File: src/rtl/sdcm_pkg.sv
package sdcm_pkg;

    localparam int ADDR_W   = 5;
    localparam int DATA_W   = 32;
    localparam int THR_W    = 12;
    localparam int SPEED_W  = 13;
    localparam int BRAKE_W  = 14;
    localparam int STEER_W  = 17;
    localparam int SGAIN_W  = 13;
    localparam int TGAIN_W  = 8;

    localparam logic [THR_W-1:0]   RST_DB_LOW    = 12'd1900;
    localparam logic [THR_W-1:0]   RST_DB_HIGH   = 12'd2200;
    localparam logic [THR_W-1:0]   RST_UP_ARM    = 12'd3500;
    localparam logic [THR_W-1:0]   RST_UP_REL    = 12'd2500;
    localparam logic [THR_W-1:0]   RST_DN_ARM    = 12'd500;
    localparam logic [THR_W-1:0]   RST_DN_REL    = 12'd1500;
    localparam logic [SGAIN_W-1:0] RST_SPEED_GAIN = 13'd3814;
    localparam logic [TGAIN_W-1:0] RST_STEER_GAIN = 8'd200;

    localparam logic [SPEED_W-1:0] SPEED_MAX     = 13'd8191;
    localparam logic [BRAKE_W-1:0] BRAKE_FULL_Q8 = 14'd10240;
    localparam logic [STEER_W-1:0] STEER_LIMIT   = 17'd65280;

    typedef enum logic [1:0] {
        PH_IDLE      = 2'd0,
        PH_WAIT_UP   = 2'd1,
        PH_WAIT_DOWN = 2'd2
    } t_phase;

    typedef enum logic [2:0] {
        REG_DB_LOW     = 3'd0,
        REG_DB_HIGH    = 3'd1,
        REG_UP_ARM     = 3'd2,
        REG_UP_REL     = 3'd3,
        REG_DN_ARM     = 3'd4,
        REG_DN_REL     = 3'd5,
        REG_SPEED_GAIN = 3'd6,
        REG_STEER_GAIN = 3'd7
    } t_reg_idx;

endpackage

File: src/rtl/stick_to_drive_command_mapper.sv
// Stick to drive command mapper.
// Input channel (i_in_valid / o_in_ready): one remote frame per transaction,
// a link valid bit and three stick positions centred at 2^(STICK_BITS-1).
// Output channel (o_out_valid / i_out_ready): one drive command per frame,
// except for frames that arm a right stick toggle or are taken while it
// waits for release, which give none.
// A frame is captured in the input register at the accepting edge, mapped
// from there and loaded into the output register when the output register
// is free or its command is taken, so the command is registered.
// Throughput is one frame per cycle while the receiver does not stall, set by
// the single mapping stage between the two registers.
// A stalled receiver holds the command in the output register; the input
// register still takes one frame, and further frames wait until the
// command is taken (ready then follows i_out_ready in the same cycle).
// Reset clears the valid bits of both registers, the toggle phase, both latches
// and the held speed, brake and steer, and loads the default thresholds and gains.
// The user writes registers through the APB port only while no frame is in flight; the block does not enforce it.
module stick_to_drive_command_mapper #(
    parameter int STICK_BITS = 12
) (
    input  logic                            i_clk,
    input  logic                            i_rst_n,
    input  logic                            psel,
    input  logic                            penable,
    input  logic                            pwrite,
    input  logic [sdcm_pkg::ADDR_W-1:0]     paddr,
    input  logic [sdcm_pkg::DATA_W-1:0]     pwdata,
    output logic [sdcm_pkg::DATA_W-1:0]     prdata,
    output logic                            pready,
    input  logic                            i_in_valid,
    output logic                            o_in_ready,
    input  logic                            i_frame_valid,
    input  logic [STICK_BITS-1:0]           i_left_vertical,
    input  logic [STICK_BITS-1:0]           i_right_vertical,
    input  logic [STICK_BITS-1:0]           i_right_horizontal,
    output logic                            o_out_valid,
    input  logic                            i_out_ready,
    output logic                            o_command_valid,
    output logic                            o_hand_brake_on,
    output logic                            o_gear_drive,
    output logic [sdcm_pkg::BRAKE_W-1:0]    o_brake_q8,
    output logic [sdcm_pkg::SPEED_W-1:0]    o_speed_q8,
    output logic signed [sdcm_pkg::STEER_W-1:0] o_steer_q8
);
    import sdcm_pkg::*;

    localparam int CMP_W   = (STICK_BITS > THR_W) ? STICK_BITS : THR_W;
    localparam int SPROD_W = STICK_BITS + SGAIN_W;
    localparam int BPROD_W = STICK_BITS + BRAKE_W;
    localparam int TPROD_W = STICK_BITS + TGAIN_W;
    localparam int TEXT_W  = TPROD_W + 8;
    localparam logic [STICK_BITS-1:0] CENTRE = {1'b1, {(STICK_BITS-1){1'b0}}};

    // configuration
    logic [THR_W-1:0]   r_db_low, r_db_high, r_up_arm, r_up_rel, r_dn_arm, r_dn_rel;
    logic [SGAIN_W-1:0] r_speed_gain;
    logic [TGAIN_W-1:0] r_steer_gain;
    logic               w_cfg_wr;
    t_reg_idx           w_cfg_idx;

    assign pready    = 1'b1;
    assign w_cfg_wr  = psel & penable & pwrite;
    assign w_cfg_idx = t_reg_idx'(paddr[ADDR_W-1:2]);

    always_ff @(posedge i_clk) begin
        if (!i_rst_n) begin
            r_db_low     <= RST_DB_LOW;
            r_db_high    <= RST_DB_HIGH;
            r_up_arm     <= RST_UP_ARM;
            r_up_rel     <= RST_UP_REL;
            r_dn_arm     <= RST_DN_ARM;
            r_dn_rel     <= RST_DN_REL;
            r_speed_gain <= RST_SPEED_GAIN;
            r_steer_gain <= RST_STEER_GAIN;
        end else if (w_cfg_wr) begin
            case (w_cfg_idx)
                REG_DB_LOW:     r_db_low     <= pwdata[THR_W-1:0];
                REG_DB_HIGH:    r_db_high    <= pwdata[THR_W-1:0];
                REG_UP_ARM:     r_up_arm     <= pwdata[THR_W-1:0];
                REG_UP_REL:     r_up_rel     <= pwdata[THR_W-1:0];
                REG_DN_ARM:     r_dn_arm     <= pwdata[THR_W-1:0];
                REG_DN_REL:     r_dn_rel     <= pwdata[THR_W-1:0];
                REG_SPEED_GAIN: r_speed_gain <= pwdata[SGAIN_W-1:0];
                REG_STEER_GAIN: r_steer_gain <= pwdata[TGAIN_W-1:0];
                default: ;
            endcase
        end
    end

    always_comb begin
        case (w_cfg_idx)
            REG_DB_LOW:     prdata = DATA_W'(r_db_low);
            REG_DB_HIGH:    prdata = DATA_W'(r_db_high);
            REG_UP_ARM:     prdata = DATA_W'(r_up_arm);
            REG_UP_REL:     prdata = DATA_W'(r_up_rel);
            REG_DN_ARM:     prdata = DATA_W'(r_dn_arm);
            REG_DN_REL:     prdata = DATA_W'(r_dn_rel);
            REG_SPEED_GAIN: prdata = DATA_W'(r_speed_gain);
            REG_STEER_GAIN: prdata = DATA_W'(r_steer_gain);
            default:        prdata = '0;
        endcase
    end

    // input register
    logic                  r_in_vld;
    logic                  r_fv;
    logic [STICK_BITS-1:0] r_lv, r_rv, r_rh;
    logic                  w_adv;

    assign o_in_ready = !r_in_vld || w_adv;

    always_ff @(posedge i_clk) begin
        if (!i_rst_n) begin
            r_in_vld <= 1'b0;
        end else if (o_in_ready) begin
            r_in_vld <= i_in_valid;
        end
    end

    always_ff @(posedge i_clk) begin
        if (i_in_valid && o_in_ready) begin
            r_fv <= i_frame_valid;
            r_lv <= i_left_vertical;
            r_rv <= i_right_vertical;
            r_rh <= i_right_horizontal;
        end
    end

    // state
    t_phase               r_phase, n_phase;
    logic                 r_brake, n_brake;
    logic                 r_gear, n_gear;
    logic [SPEED_W-1:0]   r_held_speed, n_held_speed;
    logic [BRAKE_W-1:0]   r_held_brake, n_held_brake;
    logic [STEER_W-1:0]   r_held_steer, n_held_steer;
    logic                 w_emit;
    logic                 w_down_chk;

    // comparisons in a common width
    logic [CMP_W-1:0] w_lv, w_rv, w_rh;
    logic [CMP_W-1:0] w_db_low, w_db_high, w_up_arm, w_up_rel, w_dn_arm, w_dn_rel;

    assign w_lv      = CMP_W'(r_lv);
    assign w_rv      = CMP_W'(r_rv);
    assign w_rh      = CMP_W'(r_rh);
    assign w_db_low  = CMP_W'(r_db_low);
    assign w_db_high = CMP_W'(r_db_high);
    assign w_up_arm  = CMP_W'(r_up_arm);
    assign w_up_rel  = CMP_W'(r_up_rel);
    assign w_dn_arm  = CMP_W'(r_dn_arm);
    assign w_dn_rel  = CMP_W'(r_dn_rel);

    // speed from left stick above centre
    logic [STICK_BITS-1:0] w_spd_mag;
    logic [SPROD_W-1:0]    w_spd_prod, w_spd_shr;
    logic [SPEED_W-1:0]    w_spd_q8;

    assign w_spd_mag  = r_lv - CENTRE;
    assign w_spd_prod = SPROD_W'(w_spd_mag) * SPROD_W'(r_speed_gain);
    assign w_spd_shr  = w_spd_prod >> (STICK_BITS - 1);
    always_comb begin
        if (r_lv <= CENTRE) begin
            w_spd_q8 = '0;
        end else if (w_spd_shr > SPROD_W'(SPEED_MAX)) begin
            w_spd_q8 = SPEED_MAX;
        end else begin
            w_spd_q8 = w_spd_shr[SPEED_W-1:0];
        end
    end

    // brake from left stick below centre
    logic [STICK_BITS-1:0] w_brk_mag;
    logic [BPROD_W-1:0]    w_brk_prod, w_brk_shr;
    logic [BRAKE_W-1:0]    w_brk_q8;

    assign w_brk_mag  = CENTRE - r_lv;
    assign w_brk_prod = BPROD_W'(w_brk_mag) * BPROD_W'(BRAKE_FULL_Q8);
    assign w_brk_shr  = w_brk_prod >> (STICK_BITS - 1);
    always_comb begin
        if (r_lv >= CENTRE) begin
            w_brk_q8 = '0;
        end else if (w_brk_shr > BPROD_W'(BRAKE_FULL_Q8)) begin
            w_brk_q8 = BRAKE_FULL_Q8;
        end else begin
            w_brk_q8 = w_brk_shr[BRAKE_W-1:0];
        end
    end

    // steering, left positive, truncated toward zero
    logic                  w_str_neg;
    logic [STICK_BITS-1:0] w_str_mag;
    logic [TPROD_W-1:0]    w_str_prod;
    logic [TEXT_W-1:0]     w_str_shr;
    logic [STEER_W-1:0]    w_str_abs, w_str_q8;

    assign w_str_neg  = r_rh > CENTRE;
    assign w_str_mag  = w_str_neg ? (r_rh - CENTRE) : (CENTRE - r_rh);
    assign w_str_prod = TPROD_W'(w_str_mag) * TPROD_W'(r_steer_gain);
    assign w_str_shr  = {w_str_prod, 8'h00} >> (STICK_BITS - 1);
    assign w_str_abs  = (w_str_shr > TEXT_W'(STEER_LIMIT)) ? STEER_LIMIT
                                                            : w_str_shr[STEER_W-1:0];
    assign w_str_q8   = w_str_neg ? (STEER_W'(0) - w_str_abs) : w_str_abs;

    // toggle sequencing and command update
    always_comb begin
        n_phase      = r_phase;
        n_brake      = r_brake;
        n_gear       = r_gear;
        n_held_speed = r_held_speed;
        n_held_brake = r_held_brake;
        n_held_steer = r_held_steer;
        w_emit       = 1'b1;
        w_down_chk   = 1'b0;

        if (!r_fv) begin
            w_emit = !(r_phase == PH_WAIT_UP || r_phase == PH_WAIT_DOWN);
        end else begin
            case (r_phase)
                PH_WAIT_UP: begin
                    if (w_rv > w_up_rel) begin
                        w_emit = 1'b0;
                    end else begin
                        n_brake    = !r_brake;
                        n_phase    = PH_IDLE;
                        w_down_chk = 1'b1;
                    end
                end
                PH_WAIT_DOWN: begin
                    if (w_rv < w_dn_rel) begin
                        w_emit = 1'b0;
                    end else begin
                        n_gear  = !r_gear;
                        n_phase = PH_IDLE;
                    end
                end
                default: begin
                    n_phase    = PH_IDLE;
                    w_down_chk = 1'b1;
                    if (w_rv > w_up_arm) begin
                        if (w_rv <= w_up_rel) begin
                            n_brake = !r_brake;
                        end else begin
                            n_phase    = PH_WAIT_UP;
                            w_emit     = 1'b0;
                            w_down_chk = 1'b0;
                        end
                    end
                end
            endcase

            if (w_down_chk && (w_rv < w_dn_arm)) begin
                if (w_rv >= w_dn_rel) begin
                    n_gear = !r_gear;
                end else begin
                    n_phase = PH_WAIT_DOWN;
                    w_emit  = 1'b0;
                end
            end

            if (w_emit) begin
                if (!n_brake && n_gear) begin
                    if ((w_lv < w_db_high) && (w_lv > w_db_low)) begin
                        n_held_speed = '0;
                        n_held_brake = '0;
                    end else if (w_lv >= w_db_high) begin
                        n_held_speed = w_spd_q8;
                        n_held_brake = '0;
                    end else begin
                        n_held_speed = '0;
                        n_held_brake = w_brk_q8;
                    end
                end
                if (!n_gear || ((w_rh < w_db_high) && (w_rh > w_db_low))) begin
                    n_held_steer = '0;
                end else begin
                    n_held_steer = w_str_q8;
                end
            end
        end
    end

    always_ff @(posedge i_clk) begin
        if (!i_rst_n) begin
            r_phase      <= PH_IDLE;
            r_brake      <= 1'b0;
            r_gear       <= 1'b0;
            r_held_speed <= '0;
            r_held_brake <= '0;
            r_held_steer <= '0;
        end else if (w_adv) begin
            r_phase      <= n_phase;
            r_brake      <= n_brake;
            r_gear       <= n_gear;
            r_held_speed <= n_held_speed;
            r_held_brake <= n_held_brake;
            r_held_steer <= n_held_steer;
        end
    end

    // output register
    logic r_out_vld;

    assign w_adv = r_in_vld && (!r_out_vld || i_out_ready);

    always_ff @(posedge i_clk) begin
        if (!i_rst_n) begin
            r_out_vld <= 1'b0;
        end else if (w_adv && w_emit) begin
            r_out_vld <= 1'b1;
        end else if (i_out_ready) begin
            r_out_vld <= 1'b0;
        end
    end

    always_ff @(posedge i_clk) begin
        if (w_adv && w_emit) begin
            o_command_valid <= r_fv;
            o_hand_brake_on <= n_brake;
            o_gear_drive    <= n_gear;
            o_brake_q8      <= n_held_brake;
            o_speed_q8      <= n_held_speed;
            o_steer_q8      <= signed'(n_held_steer);
        end
    end

    assign o_out_valid = r_out_vld;

endmodule

File: config.mk
export PLATFORM = sky130hd
export DESIGN_NAME = stick_to_drive_command_mapper
export DESIGN_NICKNAME = d
export VERILOG_FILES = /design/src/rtl/sdcm_pkg.sv /design/src/rtl/stick_to_drive_command_mapper.sv
export SDC_FILE = /design/constraint.sdc
export NUM_CORES = 1
export LEC_CHECK = 0
export BUFFER_PORTS_ARGS = -buffer_cell sky130_fd_sc_hd__clkbuf_2
export CORE_AREA = 2 2 216 165
export DETAILED_ROUTE_END_ITERATION = 10
export DIE_AREA = 0 0 218 167
export PLACE_DENSITY = 0.77
export SYNTH_ARGS = -nofsm -noshare
export SYNTH_HDL_FRONTEND = slang
export SYNTH_SLANG_ARGS = --single-unit
File: constraint.sdc
create_clock -name i_clk -period 12.9 [get_ports i_clk]
set_clock_uncertainty 0.15 [all_clocks]
set_input_delay 1.29 -clock i_clk [delete_from_list [all_inputs] [get_ports i_clk]]
set_output_delay 1.29 -clock i_clk [all_outputs]
set_load 0.02 [all_outputs]
==> summary.txt <==
gpl congestion: 0.9673
n_diodes: 0
R2R setup slack: 2.11 ns
post-synthesis compound-gate area fraction: 0.1534
#FFs+latches synth: 227
Die Wd: 218 µm
Area Growth Syn to Fin: 7.636%
reg2reg path depth: 30
number of setup buffers added after CTS: 0
crit-path most repeated cell: fa_1
crit path kind: flip-flop to flip-flop
Hold Crit Class: flip-flop to flip-flop
CP max FO: 20
minimum clock period: 10.79 ns
total wire length: 58240 µm
placed cell area: 0.02191 mm²
Synth Area in Simple Gates: 0.1763
GRT Overall Usage: 0.3249
Peak supply drop: 0.0001375 V
Crit path depth: 30
delay-heaviest family, CP: simple AND/OR/NAND/NOR gates
slowest library cell on the worst path: xor2_1
Clock Pin Slew Worst Setup and Hold Paths: 0.06 ns
WP buf/inv: 2
Final Hold Vio Count: 0
die area: 0.03641 mm²
Core Box Area: 0.03425 mm²
total congestion overflow: 0
status: finished clean
combinational family with the most area after synthesis: adder cells
Ys Warns: 0
Non-Filler Instances: 2914
CP arrival: 10.93 ns
port bufs: 121
Max-Cap Viols: 0
Synth area leader: fa_1
RSZ-0062 raised after global routing: no
max frequency: 0.09268 GHz
fin nets: 2905
Fillers: 2853
max-slew violation count: 0
Syn Inst Count: 2381
post-route DRC violation count: 0
Mapped Avg Cell Area: 8.850 µm²
cell area power density: 141.1 mW/mm²
via count: 17760
post_cts resized: 0
Worst Setup End Kind: flip-flop
die height: 167 µm
post-synth cell types: 87
CTS sink count: 227
pin count of the biggest net entering global routing: 55
clk_lat worst skew: 0.54 ns
layout cells sized above 1: 0.09239
clk buf depth: 3
worst hold slack: 0.3028 ns
Startpoint Class: flip-flop
cts hold-fix bufs: 0
num rows: 59
HPWL Detailed: 44370 µm
CTS Buf Count: 25
ys flop type: dfxtp_1
number of global-route vias before repair: 17544
Critical Path Start: r_rh[4]$_DFFE_PP_
H-tree Lvls: 1
router iterations before antenna repair: 5
Root Driver: clkbuf_16
Critical Path RT: 13.04 ns
post-synthesis instance area: 0.02107 mm²
Max transition margin: 0.2503
number of flops mapped to enable cells by yosys: 84
adder-cell share of the synthesized area: 0.2892
first-pass GRT wire length: 93610 µm
Routed Antenna Nets: 0
final worst-path cycle share: 0.8365
mux share of post-synthesis cell area: 0.01752
Final TNS setup: 0 ns
Worst Max-Slew Pin Slew: 1.124 ns
Ports: 163
Avg WL per Cell: 19.99 µm
Lkg Pwr: 10.26 nW
fin area: 0.02268 mm²
Iteration-0 DRC Markers: 1790
CP Capture Point: o_steer_q8[16]$_DFFE_PP_
CTS tree: done
post-synthesis sequential area ratio: 0.2556
XOR/XNOR Fraction of Synth Area: 0.02280
initial antenna violation count: 1
drt via density: 6.095
ys async rst share: 0
Crit path largest cell delay: 0.75 ns
Reg-to-Reg Start: r_rh[4]$_DFFE_PP_
RR Endpoint: o_steer_q8[16]$_DFFE_PP_
initial core utilization: 0.6152
placed cells: 2869
Final setup viols: 0
top cells by area, synth: fa_1 16%, dfxtp_1 14%, ha_1 13%, edfxtp_1 12%, nand2_1 6.1%
share of the synthesized area in the top cell type: 0.1615
-- flip-flops by register name, indices dropped and copies added, names as in the netlist, 13 cells and up --
signal / count
r_held_steer: 17
r_held_speed: 13
o_steer_q8: 17
r_held_brake: 14
o_brake_q8: 14
r_speed_gain: 13
o_speed_q8: 13
-- Yosys cell counts, types with 7 or more instances --
library cell	number
buf_4	22
inv_1	314
o32ai_1	12
fa_1	170
nor2_1	94
a32o_1	16
o22ai_1	11
edfxtp_1	84
a211oi_1	13
clkbuf_2	7
o211ai_1	50
mux2i_1	20
nor2b_1	73
a21oi_1	119
nor4_1	8
and3_1	9
dfxtp_1	143
nand2_1	343
xnor2_1	30
nand2b_1	32
a21o_1	23
clkbuf_1	82
o21ai_1	9
buf_1	11
nor3_1	33
xor2_1	23
nand4_1	28
a221oi_1	14
o21a_1	18
and2_1	64
nand3_1	36
buf_2	11
ha_1	215
or3_1	13
o21ai_0	77
a22o_1	27
-- cell usage in the layout, fill, tap and decap left out, types with 77 or more instances in the layout --
cell and count:
dfxtp_1 143, a21oi_1 119, inv_1 313, o21ai_0 77, clkbuf_2 121, ha_1 215, nor2_1 94, nand2_1 343
edfxtp_1 84, fa_1 170
-- per-stage QoR --
step                setup slack (ns)  power [W]    util
floorplan                      3.889   0.002081       -
global placement               2.561   0.002432  0.6396
detailed placement             2.413   0.002494  0.6396
CTS                            2.390   0.003186  0.6622
global route                   1.569   0.003454  0.6622
finish                         2.110   0.003201  0.6622
-- routing by layer --
metal | GRT usage | vias to the layer above | routed length, µm | part of all wire
li1 | - | 8173 | - | -
met1 | 0.4666 | 8617 | 25700 | 0.44
met5 | 0 | - | 0 | 0
met2 | 0.5057 | 852 | 25450 | 0.44
met4 | 0.09790 | 0 | 1843 | 0.032
met3 | 0.05205 | 118 | 5243 | 0.090
-- cell families (layout without fill, tap and decap cells) --
logic type               count (synthesis)  count (layout)
AO/OA/AOI/OAI                          467             467
XOR/XNOR                                54              54
adder cells (fa/ha/maj)                385             385
buffers and inverters                  449             507
flip-flops                             227             227
multiplexers                            29              29
other                                    2              20
AND/OR/NAND/NOR                        768             768
-- area by class of cell --
cell class | instances | area [µm²] | area share
Clock inverter | 17 | 137.6 | 0.006068
Sequential cell | 227 | 5385 | 0.2374
Inverter | 316 | 1186 | 0.05229
Tap cell | 457 | 571.8 | 0.02521
Multi-Input combinational cell | 1723 | 13970 | 0.6160
Clock buffer | 28 | 636.9 | 0.02808
Timing Repair Buffer | 146 | 793.3 | 0.03497
-- how the worst min path moves through the flow --
stage / from / endpoint / slack, ns / cells past startpoint
6_report: r_db_high[8]$_SDFFE_PN0P_ / r_db_high[8]$_SDFFE_PN0P_ / 0.30 / 2
5_1_grt: r_held_speed[4]$_SDFFE_PN0P_ / r_held_speed[4]$_SDFFE_PN0P_ / 0.32 / 2
4_1_cts: r_held_speed[8]$_SDFFE_PN0P_ / r_held_speed[8]$_SDFFE_PN0P_ / 0.31 / 2
3_5_place_dp: r_held_steer[2]$_SDFFE_PN0P_ / r_held_steer[2]$_SDFFE_PN0P_ / 0.29 / 2
3_3_place_gp: r_held_steer[3]$_SDFFE_PN0P_ / r_held_steer[3]$_SDFFE_PN0P_ / 0.28 / 2
2_1_floorplan: r_held_steer[0]$_SDFFE_PN0P_ / r_held_steer[0]$_SDFFE_PN0P_ / 0.27 / 2
-- worst min-delay path, cell delays in order (launching register included) --
cell     delay (ns)
dfxtp_1        0.31
nand2_1        0.05
a21oi_1        0.05
-- report_power, final --
part / leakage, nW / switching [W] / internal [W]
logic: 7.91 / 0.00107 / 0.000651
registers: 1.97 / 0.0000252 / 0.000764
clock network: 0.380 / 0.000299 / 0.000395
No activity file was read; power rests on OpenSTA's default activity.
